**config.mk**
```make
export PLATFORM = sky130hd
export DESIGN_NAME = isc_accel_front
export DESIGN_NICKNAME = d
export VERILOG_FILES = /design/src/sv/isc_pkg.sv /design/src/sv/isc_accel_front.sv
export SDC_FILE = /design/constraint.sdc
export NUM_CORES = 1
export LEC_CHECK = 0
export BUFFER_PORTS_ARGS = -buffer_cell sky130_fd_sc_hd__buf_2
export CORE_MARGIN = 4
export CORE_UTILIZATION = 50
export DETAILED_ROUTE_END_ITERATION = 7
export PLACE_DENSITY = 0.77
export SLEW_MARGIN = 15
export SYNTH_ARGS = -nofsm -noshare
export SYNTH_HDL_FRONTEND = slang
export SYNTH_SLANG_ARGS = --single-unit
export TNS_END_PERCENT = 10
```
**constraint.sdc**
```tcl
create_clock -name clk_i -period 8.7 [get_ports clk_i]
set_clock_uncertainty 0.05 [all_clocks]
set_input_delay 0.435 -clock clk_i [delete_from_list [all_inputs] [get_ports clk_i]]
set_output_delay 0.435 -clock clk_i [all_outputs]
set_load 0.02 [all_outputs]
```
**src/sv/isc_pkg.sv**
```systemverilog
`default_nettype none
// ----------------------------------------------------------------------------
// isc_pkg: shared types and constants of the IMU sample conditioner
// Field widths, scaling constants, reciprocals for the constant dividers,
// register map codes and the filter lane control bundle.
// ----------------------------------------------------------------------------
package isc_pkg;

  localparam int RAW_W   = 16;
  localparam int ACC_W   = 13;
  localparam int RATE_W  = 19;
  localparam int TEMP_W  = 15;
  localparam int SHIFT_W = 4;
  localparam int LANE_W  = 19;   // filter lanes carry the wider of the two axis types
  localparam int ADDR_W  = 5;
  localparam int DATA_W  = 32;

  // Acceleration: raw * 1000 / 16384, half added before truncation.
  localparam logic [9:0]  ACC_SCALE     = 10'd1000;
  localparam logic [13:0] ACC_HALF      = 14'd8192;
  localparam int          ACC_FRAC_BITS = 14;
  localparam int          ACC_LIMIT     = 4000;

  // Rotation rate: raw * 1000 / 131. RATE_RECIP is floor(2^32 / 131).
  localparam logic [9:0]  RATE_SCALE = 10'd1000;
  localparam logic [6:0]  RATE_HALF  = 7'd65;
  localparam logic [7:0]  RATE_DIV   = 8'd131;
  localparam logic [24:0] RATE_RECIP = 25'd32786009;
  localparam int          RATE_LIMIT = 250000;

  // Temperature: raw * 100 / 340 + 3653. TEMP_RECIP is floor(2^32 / 340).
  localparam logic [6:0]         TEMP_SCALE = 7'd100;
  localparam logic [7:0]         TEMP_HALF  = 8'd169;
  localparam logic [8:0]         TEMP_DIV   = 9'd340;
  localparam logic [23:0]        TEMP_RECIP = 24'd12632256;
  localparam logic signed [14:0] TEMP_BIAS  = 15'sd3653;

  localparam int RECIP_BITS = 32;

  localparam logic [SHIFT_W-1:0] ACC_SHIFT_RST  = 4'd3;
  localparam logic [SHIFT_W-1:0] RATE_SHIFT_RST = 4'd2;

  typedef enum logic [2:0] {
    REG_ACC_X_OFF   = 3'd0,
    REG_ACC_Y_OFF   = 3'd1,
    REG_ACC_Z_OFF   = 3'd2,
    REG_RATE_X_OFF  = 3'd3,
    REG_RATE_Y_OFF  = 3'd4,
    REG_RATE_Z_OFF  = 3'd5,
    REG_ACC_SHIFT   = 3'd6,
    REG_RATE_SHIFT  = 3'd7
  } isc_reg_e;

  typedef struct packed {
    logic en;      // a sample leaves the front pipeline this cycle
    logic clr;     // an offset write zeroes the history
    logic primed;  // smoother already holds a value
  } isc_filt_ctrl_t;

endpackage
`default_nettype wire

```
**src/sv/isc_accel_front.sv**
```systemverilog
`default_nettype none
// ----------------------------------------------------------------------------
// isc_accel_front: acceleration scaling lane
// Four stages: magnitude times 1000 plus half, shift by 14 and sign restore,
// alignment, offset subtraction and clamp to +/-4000 milli-g.
// ----------------------------------------------------------------------------
module isc_accel_front (
  input  logic                                clk_i,
  input  logic                                en_i,
  input  logic signed [isc_pkg::RAW_W-1:0]    raw_i,
  input  logic signed [isc_pkg::ACC_W-1:0]    off_i,
  output logic signed [isc_pkg::ACC_W-1:0]    acc_o
);

  logic [15:0]        abs_d;
  logic [24:0]        mag_d, mag_q;
  logic               neg_q;
  logic [10:0]        quo;
  logic signed [11:0] val_d, val_q, val2_q;
  logic signed [13:0] diff;
  logic signed [12:0] clip_d, clip_q;

  always_comb begin
    abs_d = raw_i[15] ? (~raw_i + 16'd1) : raw_i;
    mag_d = 25'(abs_d) * 25'(isc_pkg::ACC_SCALE) + 25'(isc_pkg::ACC_HALF);
  end

  always_comb begin
    quo   = 11'(mag_q >> isc_pkg::ACC_FRAC_BITS);
    val_d = neg_q ? -$signed({1'b0, quo}) : $signed({1'b0, quo});
  end

  always_comb begin
    diff = $signed({{2{val2_q[11]}}, val2_q}) - $signed({off_i[12], off_i});
    if (diff > 14'(isc_pkg::ACC_LIMIT)) begin
      clip_d = 13'(isc_pkg::ACC_LIMIT);
    end else if (diff < 14'(-isc_pkg::ACC_LIMIT)) begin
      clip_d = 13'(-isc_pkg::ACC_LIMIT);
    end else begin
      clip_d = diff[12:0];
    end
  end

  always_ff @(posedge clk_i) begin
    if (en_i) begin
      mag_q  <= mag_d;
      neg_q  <= raw_i[15];
      val_q  <= val_d;
      val2_q <= val_q;
      clip_q <= clip_d;
    end
  end

  assign acc_o = clip_q;

endmodule
`default_nettype wire

```
==> results.yml, run 1 <==
global_route:
  grt_start_max_net_pins: 50
  grt_pass1_wl_mm: 17.44
  globalRouteOverflowTotal: 0
  initial_antenna_violation_count: 0
  groute.usage.overall_pct: 15.74
  first_global_vias: 4060
status:
  outcome: "finished, final reports clean"
clocking:
  cts.path.max_buffers: 2
  cts_buffers: 5
  cts.repair_timing.setup_buffer_count: 0
  cts.sink_count: 49
  cts_hold_buf: 0
  clock_insertion_delay_worst_skew_ns: 0.28
  root_buffer: "sky130_fd_sc_hd__clkbuf_16"
  tritoncts: "yes"
  clk_pin_slew_worst_paths_ns: 0.06
  gates_resized_cts_repair: 0
  htreeDepth: 2
placed_design:
  place_congestion: 0.9093
  place.port_buffers: 43
  place_hpwl_mm: 8.295
worst_hold_path:
  worst_hold_startpoint: "val_q[9]"
  whs_endpoint: "val2_q[9]"
  hold_depth: 0
  worstHoldPathType: "flip-flop to flip-flop"
setup_path:
  critical-path-top-delay-family: "adder cells"
  cp.arrival_ns: 6.79
  largest_driver_fanout_on_the_critical_path: 9
  crit_top_cell: "sky130_fd_sc_hd__fa_1"
  setup.reg_to_reg.worst_slack_ns: 5.36
  critPathKind: "primary input to flip-flop"
  reg2regPathDepth: 8
  start_kind: "primary input"
  end_kind: "flip-flop"
  r2r-end: "acc_o[0]"
  crit_buf_inv: 3
  crit_path_max_incr_delay_ns: 0.72
  path_cells: "buf_2, inv_1, nand2_1, or4_1, nand2_1, xor2_1, xnor2_1, xnor2_1, fa_1, fa_1, fa_1, inv_1, ha_1, o211a_1, o211ai_1, a21oi_1, o21ai_1, a221oi_2, nand3_1, nor4_4, mux2i_1, and4_4, nor2_1"
  critical_path.slowest_cell: "sky130_fd_sc_hd__xor2_1"
  worst_r2r_startpoint: "val2_q[7]"
  critical_path_required_ns: 8.69
cells_and_area:
  num_antenna_cells: 0
  layout_commonest_cell: "sky130_fd_sc_hd__inv_1"
  syn2layout_area_growth_pct: 8.969
  finalNetCount: 751
  fillers: 938
  mostFrequentLayoutCells: "sky130_fd_sc_hd__inv_1, sky130_fd_sc_hd__ha_1, sky130_fd_sc_hd__edfxtp_1"
  share_of_post_route_cells_with_drive_strength_above_1_pct: 11.51
route:
  detail_route.wirelength_mm: 9.843
  wire_per_inst_um: 13.00
  avgViaCountPerCell: 5.342
  drt-initial-drc-count: 217
  antenna_violating_nets_post_route: 0
  vias: 4044
  drt_first_pass_iters: 5
  drc_errors: 0
timing:
  share_of_the_clock_period_used_by_the_worst_path_after_layout_pct: 78.17
  fin_tns_setup_ns: 0
  final_hold_viol_count: 0
  fmaxAchievable_mhz: 147.0
  worstMarginPinSlew_ns: 1.040
  unrepaired_setup_endpoints_after_global_routing: "false"
  slew_headroom_pct: 30.66
  total_setup_violations_reported_at_the_end_of_the_flow: 0
  post-route-min-period_ns: 6.800
  slew_viol_final: 0
floorplan:
  die_y_um: 114.6
  placeableCoreArea_mm2: 0.01098
  die_width_um: 114.6
  io_pins: 44
  placementRows: 38
  floorplan.die_area_mm2: 0.01313
  starting_density_of_the_core_pct: 51.70
synthesis:
  post_synth_instance_area_mm2: 0.005678
  synth_edf_count: 49
  post_synth.cell_area_avg_um2: 9.909
  synthCells: 573
  seq_area_frac_synth_pct: 25.91
  synthFlopType: "sky130_fd_sc_hd__edfxtp_1"
  synthArstFlopShare_pct: 0
  ys_warn_count: 0
  syn_nets: 708
  synthDistinctLibCells: 68
  ys_ff_latch: 49
run:
  drv.max_cap_violation_count: 0
worst reg2reg max path: stages (launching register included):
cell and delay [ns]:
sky130_fd_sc_hd__edfxtp_1 0.37, sky130_fd_sc_hd__ha_1 0.34, sky130_fd_sc_hd__a2111oi_0 0.61, sky130_fd_sc_hd__a211o_1 0.28, sky130_fd_sc_hd__nand2_1 0.09, sky130_fd_sc_hd__o311ai_1 0.63, sky130_fd_sc_hd__nor3_1 0.15, sky130_fd_sc_hd__a31oi_1 0.46
sky130_fd_sc_hd__nor2_1 0.11
layer usage:
layer | share of wire [%] | vias to the layer above | track usage [%]
li1 | - | 2060 | -
met1 | 45 | 1920 | 20.28
met2 | 52 | 55 | 28.56
met3 | 2.8 | 9 | 1.744
met4 | 1.0 | 0 | 3.088
met5 | 0 | - | 0
worst max path at each step:
stage | slack (ns) | end | cells past startpoint | start
2_1_floorplan | 2.14 | mag_q[24] | 24 | raw_i[1]
3_3_place_gp | 1.77 | mag_q[24] | 25 | raw_i[0]
3_5_place_dp | 1.60 | mag_q[24] | 23 | raw_i[0]
4_1_cts | 1.88 | mag_q[24] | 23 | raw_i[0]
5_1_grt | 1.27 | mag_q[24] | 23 | raw_i[0]
6_report | 1.90 | mag_q[24] | 23 | raw_i[0]
area by class of cell:
type / count / area (um2) / share of cell area [%]
repair buffers: 43 / 215.2 / 3.478
clock inverters: 3 / 21.27 / 0.3438
inverters: 96 / 360.3 / 5.824
clock buffers: 5 / 125.1 / 2.022
multi-input cells: 421 / 3819 / 61.72
flip-flops and latches: 49 / 1471 / 23.78
well taps: 140 / 175.2 / 2.831
cell usage after synthesis, types with 3 or more instances:
cell type                  count  area share [%]
sky130_fd_sc_hd__and3_1        4            0.44
sky130_fd_sc_hd__nand2b_1      9            0.99
sky130_fd_sc_hd__nand4_1       3            0.33
sky130_fd_sc_hd__a21oi_1      23             2.0
sky130_fd_sc_hd__inv_1        96             6.3
sky130_fd_sc_hd__nor2b_1      13             1.4
sky130_fd_sc_hd__ha_1         59              13
sky130_fd_sc_hd__or3_1         5            0.55
sky130_fd_sc_hd__o21ai_0      18             1.6
sky130_fd_sc_hd__or4_1         3            0.40
sky130_fd_sc_hd__or2_1         3            0.33
sky130_fd_sc_hd__maj3_1        4            0.71
sky130_fd_sc_hd__or2_2         3            0.33
sky130_fd_sc_hd__a211o_1       3            0.46
sky130_fd_sc_hd__a21o_1       12             1.6
sky130_fd_sc_hd__fa_1         45              16
sky130_fd_sc_hd__clkbuf_1      6            0.40
sky130_fd_sc_hd__o21a_1        5            0.66
sky130_fd_sc_hd__nand2_1      33             2.2
sky130_fd_sc_hd__nand3b_1      4            0.53
sky130_fd_sc_hd__nand3_1      10            0.88
sky130_fd_sc_hd__o211ai_1      6            0.79
sky130_fd_sc_hd__a31oi_1       4            0.44
sky130_fd_sc_hd__xnor2_1      40             6.2
sky130_fd_sc_hd__o21ai_1       5            0.44
sky130_fd_sc_hd__o31a_1        4            0.62
sky130_fd_sc_hd__nor3_1       10            0.88
sky130_fd_sc_hd__a211oi_1      3            0.40
sky130_fd_sc_hd__xor2_1       18             2.8
sky130_fd_sc_hd__edfxtp_1     49              26
sky130_fd_sc_hd__nor2_1       26             1.7
sky130_fd_sc_hd__and2_1        3            0.33
flip-flops by register name, indices dropped and copies added, names as in the netlist:
| signal | count |
|---|---|
| acc_o | 13 |
| val2_q | 12 |
| val_q | 12 |
| mag_q | 11 |
| neg_q | 1 |
cell families (layout without fill, tap and decap cells):
family,Yosys count,after routing,synth area share (%)
buf+inv,103,147,6.831
compound gates,109,109,14.26
flops,49,49,25.91
xor+xnor,60,60,9.520
fa+ha+maj,108,108,29.57
mux,2,2,0.3526
simple gates,142,142,13.55
stage by stage:
| stage | area, um2 | std cells | hold WS [ns] | setup WS, ns | util (%) |
|---|---|---|---|---|---|
| finish | 6187 | 757 | 0.3715 | 1.900 | 56.33 |
| global route | 6187 | 757 | 0.3769 | 1.266 | 56.33 |
| CTS | 6187 | 757 | 0.3696 | 1.879 | 56.33 |
| global placement | 6041 | 749 | 0.3515 | 1.770 | 55.00 |
| floorplan | 5678 | 573 | 0.3503 | 2.143 | - |
| detailed placement | 6041 | 749 | 0.3562 | 1.596 | 55.00 |
Power of run 1 is not shown: default switching activity piles up to over one toggle a cycle in this logic, so the estimate is an artifact.
==> run 2: changes to the inputs <==
PLACE_DENSITY = 0.8   (was 0.77)
clock period = 5.95 ns   (was 8.7 ns; I/O delays follow)
==> run 2 against run 1 <==
The flow now finishes with violations (setup timing). Utilization is 11 points higher. Cell area grew 19%. Sequential share of layout area decreased by 3.8 points. Via count grew 17%. First-iteration DRC count grew 24%. Critical path depth rose by 4.
==> results.yml, run 2 (synthesized netlist as in run 1, its figures left out) <==
route:
  wire_per_inst_um: 15.36
  detail_route.wirelength_mm: 13.27
  avgViaCountPerCell: 5.497
  drc_errors: 0
  vias: 4749
  drt-initial-drc-count: 270
  antenna_violating_nets_post_route: 0
  drt_first_pass_iters: 6
run:
  drv.max_cap_violation_count: 0
cells_and_area:
  syn2layout_area_growth_pct: 29.62
  finalNetCount: 858
  mostFrequentLayoutCells: "sky130_fd_sc_hd__buf_4, sky130_fd_sc_hd__inv_1, sky130_fd_sc_hd__ha_1"
  final_util_pct: 67.01
  layout_commonest_cell: "sky130_fd_sc_hd__buf_4"
  fillers: 752
  largest_register_ffs: 13
  num_antenna_cells: 0
  share_of_post_route_cells_with_drive_strength_above_1_pct: 32.18
setup_path:
  crit_path_max_incr_delay_ns: 0.53
  critical_path_required_ns: 5.94
  setup.reg_to_reg.worst_slack_ns: 2.58
  worst_r2r_startpoint: "val2_q[7]"
  r2r-end: "acc_o[0]"
  cp.arrival_ns: 6.10
  reg2regPathDepth: 8
  critPathKind: "primary input to flip-flop"
  critical_path.slowest_cell: "sky130_fd_sc_hd__fa_2"
  end_kind: "flip-flop"
  start_kind: "primary input"
  largest_driver_fanout_on_the_critical_path: 5
timing:
  setup_slack_ns: -0.1626
  slew_viol_final: 0
  share_of_the_clock_period_used_by_the_worst_path_after_layout_pct: 102.7
  fmaxAchievable_mhz: 163.6
  final_hold_viol_count: 0
  unrepaired_setup_endpoints_after_global_routing: "true"
  post-route-min-period_ns: 6.113
  fin_tns_setup_ns: -0.1626
  worstMarginPinSlew_ns: 1.060
  slew_headroom_pct: 29.36
  total_setup_violations_reported_at_the_end_of_the_flow: 1
floorplan:
  floorplan.die_area_mm2: 0.01313
  io_pins: 44
  placementRows: 38
  die_width_um: 114.6
  placeableCoreArea_mm2: 0.01098
  starting_density_of_the_core_pct: 51.70
  die_y_um: 114.6
status:
  outcome: "complete, but fails checks"
  violations: "setup timing"
worst_hold_path:
  hold_depth: 1
  whs_endpoint: "neg_q"
  worstHoldPathType: "primary input to flip-flop"
  worst_hold_startpoint: "raw_i[15]"
global_route:
  groute.usage.overall_pct: 20.49
  initial_antenna_violation_count: 0
  globalRouteOverflowTotal: 0
  first_global_vias: 5027
  grt_start_max_net_pins: 50
  grt_pass1_wl_mm: 22.19
clocking:
  clock_insertion_delay_worst_skew_ns: 0.28
  tritoncts: "yes"
  cts.sink_count: 49
  htreeDepth: 2
  cts_hold_buf: 0
  root_buffer: "sky130_fd_sc_hd__clkbuf_16"
  cts.path.max_buffers: 2
  cts_buffers: 5
  clk_pin_slew_worst_paths_ns: 0.07
placed_design:
  place.port_buffers: 43
  place_congestion: 0.8778
  place_worst_setup_slack_ns: -0.5752
  place_hpwl_mm: 10.11
## run 2: cell count changes in the layout (fill, tap and decap cells not counted), sizes merged
cell      before  now
buf           43  150
clkinv         2    0
clkinvlp       0    2
clkbuf         5    6
inv           97   96
## run 2: worst max-delay path: cells and delay by family
family / cells / cell delay [ns]
muxes: 1 / 0.26
xor gates and xnor gates: 2 / 0.49
and+or+nand+nor: 7 / 1.28
AOI/OAI and AO/OA: 4 / 0.92
adders and majority gates: 6 / 2.22
buffers and inverters: 7 / 0.60
## run 2: area by class of cell
type                            instances  area, um2  area share (%)
Clock inverter                          2      15.01          0.2040
Clock buffer                            6      128.9           1.751
Timing Repair Buffer                  150       1022           13.89
Tap cell                              140      175.2           2.380
Sequential cell                        49       1471           19.99
Inverter                               96      360.3           4.896
Multi-Input combinational cell        421       4187           56.89
## run 2: what timing repair did
item,CTS,global route
gates resized for setup,37,11
setup endpoints to repair,2,5
setup buffers,11,3
pin swaps,44,15
## run 2: through the flow
stage	cell area (um2)	hold WS [ns]	instances
6_report	7360	0.2534	864
5_1_grt	7360	0.2514	864
4_1_cts	7281	0.2318	861
3_5_place_dp	6868	0.3545	842
3_3_place_gp	6868	0.3519	842
2_1_floorplan	5813	0.3464	573
## run 2: worst max-delay path by stage
stage | depth (start not counted) | to | startpoint | slack [ns]
3_3_place_gp | 23 | mag_q[24] | raw_i[0] | -0.38
6_report | 27 | mag_q[24] | raw_i[0] | -0.16
4_1_cts | 26 | mag_q[24] | raw_i[0] | -0.04
2_1_floorplan | 24 | mag_q[24] | raw_i[1] | -0.17
3_5_place_dp | 26 | mag_q[24] | raw_i[0] | -0.58
5_1_grt | 28 | mag_q[24] | raw_i[0] | -0.38
## run 2: routing by layer
| metal | global-route usage, % | vias up | part of all wire, % |
|---|---|---|---|
| met4 | 8.314 | 0 | 3.6 |
| met5 | 0 | - | 0 |
| met1 | 23.42 | 2274 | 38 |
| met3 | 2.378 | 51 | 4.3 |
| met2 | 38.42 | 158 | 54 |
| li1 | - | 2266 | - |
Power of run 2 is left out for the same reason.
==> run 3: changes to the inputs <==
SETUP_SLACK_MARGIN = 0.4   (was default)
==> run 3 against run 2 <==
The run still ends with setup timing left. Fmax is 0.63% lower. First-iteration DRC count rose by 27%. Die area unchanged.
==> results.yml, run 3 (synthesized netlist as in run 1, its figures left out) <==
cells_and_area:
  num_antenna_cells: 0
  largest_register_ffs: 13
  fillers: 754
  layout_commonest_cell: "sky130_fd_sc_hd__buf_4"
  share_of_post_route_cells_with_drive_strength_above_1_pct: 32.51
  mostFrequentLayoutCells: "sky130_fd_sc_hd__buf_4, sky130_fd_sc_hd__inv_1, sky130_fd_sc_hd__ha_1"
  post_layout_nonfiller_instances: 866
  syn2layout_area_growth_pct: 30.26
  finalNetCount: 860
setup_path:
  largest_driver_fanout_on_the_critical_path: 5
  critical-path-top-delay-family: "adder cells"
  start_kind: "primary input"
  critical_path_required_ns: 5.94
  end_kind: "flip-flop"
  crit_path_max_incr_delay_ns: 0.54
  setup.reg_to_reg.worst_slack_ns: 2.58
  crit_buf_inv: 8
  cp.arrival_ns: 6.14
  r2r-end: "acc_o[0]"
  reg2regPathDepth: 8
  worst_setup_path_startpoint: "raw_i[0]"
  critPathKind: "primary input to flip-flop"
  critPathCapture: "mag_q[24]"
  worst_r2r_startpoint: "val2_q[7]"
  critical_path.slowest_cell: "sky130_fd_sc_hd__fa_1"
  cp_num_cells: 28
clocking:
  root_buffer: "sky130_fd_sc_hd__clkbuf_16"
  cts.sink_count: 49
  clock_insertion_delay_worst_skew_ns: 0.28
  clk_pin_slew_worst_paths_ns: 0.07
  cts_buffers: 5
  cts.path.max_buffers: 2
  tritoncts: "yes"
  htreeDepth: 2
  cts_hold_buf: 0
placed_design:
  place_congestion: 0.8778
  place_hpwl_mm: 10.11
  place.port_buffers: 43
  dp.cells: 842
global_route:
  globalRouteOverflowTotal: 0
  initial_antenna_violation_count: 0
  grt-busiest-layer: "met2"
  use_met3_pct: 2.378
  groute.usage.overall_pct: 20.53
  first_global_vias: 5032
  grt_pass1_wl_mm: 22.24
  grt_start_max_net_pins: 50
  grt.met1_usage_pct: 23.46
  groute.layer.met2.usage_pct: 38.49
floorplan:
  io_pins: 44
  die_y_um: 114.6
  die_width_um: 114.6
  starting_density_of_the_core_pct: 51.70
  placeableCoreArea_mm2: 0.01098
  placementRows: 38
  floorplan.die_area_mm2: 0.01313
timing:
  fin_tns_setup_ns: -0.2013
  fmaxAchievable_mhz: 162.6
  post-route-min-period_ns: 6.151
  unrepaired_setup_endpoints_after_global_routing: "true"
  setup_slack_ns: -0.2013
  share_of_the_clock_period_used_by_the_worst_path_after_layout_pct: 103.4
  slew_headroom_pct: 29.79
  worstMarginPinSlew_ns: 1.053
  total_setup_violations_reported_at_the_end_of_the_flow: 1
  final_hold_viol_count: 0
  slew_viol_final: 0
route:
  drt-initial-drc-count: 344
  vias: 4758
  antenna_violating_nets_post_route: 0
  drc_errors: 0
  drt_first_pass_iters: 5
  detail_route.wirelength_mm: 13.68
  avgViaCountPerCell: 5.494
  wire_per_inst_um: 15.79
worst_hold_path:
  worstHoldPathType: "primary input to flip-flop"
run:
  drv.max_cap_violation_count: 0
status:
  outcome: "complete, but fails checks"
  violations: "setup timing"
[run 3: worst register-to-register path, delay by kind of cell (launching register included)]
kind,cells,cell delay (ns)
DFF,1,0.36
AOI/OAI and AO/OA,4,2.02
and+or+nand+nor,3,0.33
adders and majority gates,1,0.35
[run 3: stage by stage]
stage / area [um2] / setup slack, ns / hold WS, ns / util [%]
CTS: 7300 / -0.03580 / 0.2318 / 66.46
global route: 7396 / -0.3899 / 0.2527 / 67.34
detailed placement: 6868 / -0.5752 / 0.3545 / 62.53
finish: 7396 / -0.2013 / 0.2638 / 67.34
floorplan: 5813 / -0.1698 / 0.3464 / -
global placement: 6868 / -0.3826 / 0.3519 / 62.53
[run 3: layer usage]
layer | up-vias | wire (um)
li1 | 2270 | -
met1 | 2285 | 5356
met2 | 154 | 7308
met3 | 49 | 507
met4 | 0 | 503
met5 | - | 0
[run 3: cell type report]
| type | instances | area [um2] | area share [%] |
|---|---|---|---|
| multi-input cells | 421 | 4208 | 56.89 |
| inverters | 96 | 360.3 | 4.872 |
| clock buffers | 6 | 128.9 | 1.743 |
| clock inverters | 2 | 15.01 | 0.2030 |
| flip-flops and latches | 49 | 1471 | 19.90 |
| repair buffers | 152 | 1037 | 14.02 |
| well taps | 140 | 175.2 | 2.368 |
[run 3: how the worst min path moves through the flow]
stage	endpoint	slack, ns	cells after the start	from
after CTS	neg_q	0.23	1	raw_i[15]
after global placement	val2_q[0]	0.35	0	val_q[0]
after global routing	neg_q	0.25	1	raw_i[15]
final	neg_q	0.26	1	raw_i[15]
after floorplan	neg_q	0.35	0	raw_i[15]
after detailed placement	val2_q[11]	0.35	0	val_q[11]
[run 3: repair_timing]
action,4_1_cts,5_1_grt
setup endpoints to repair,7,8
setup buffers,11,5
pin swaps,45,19
resized for setup,41,11
Power of run 3 is left out for the same reason.
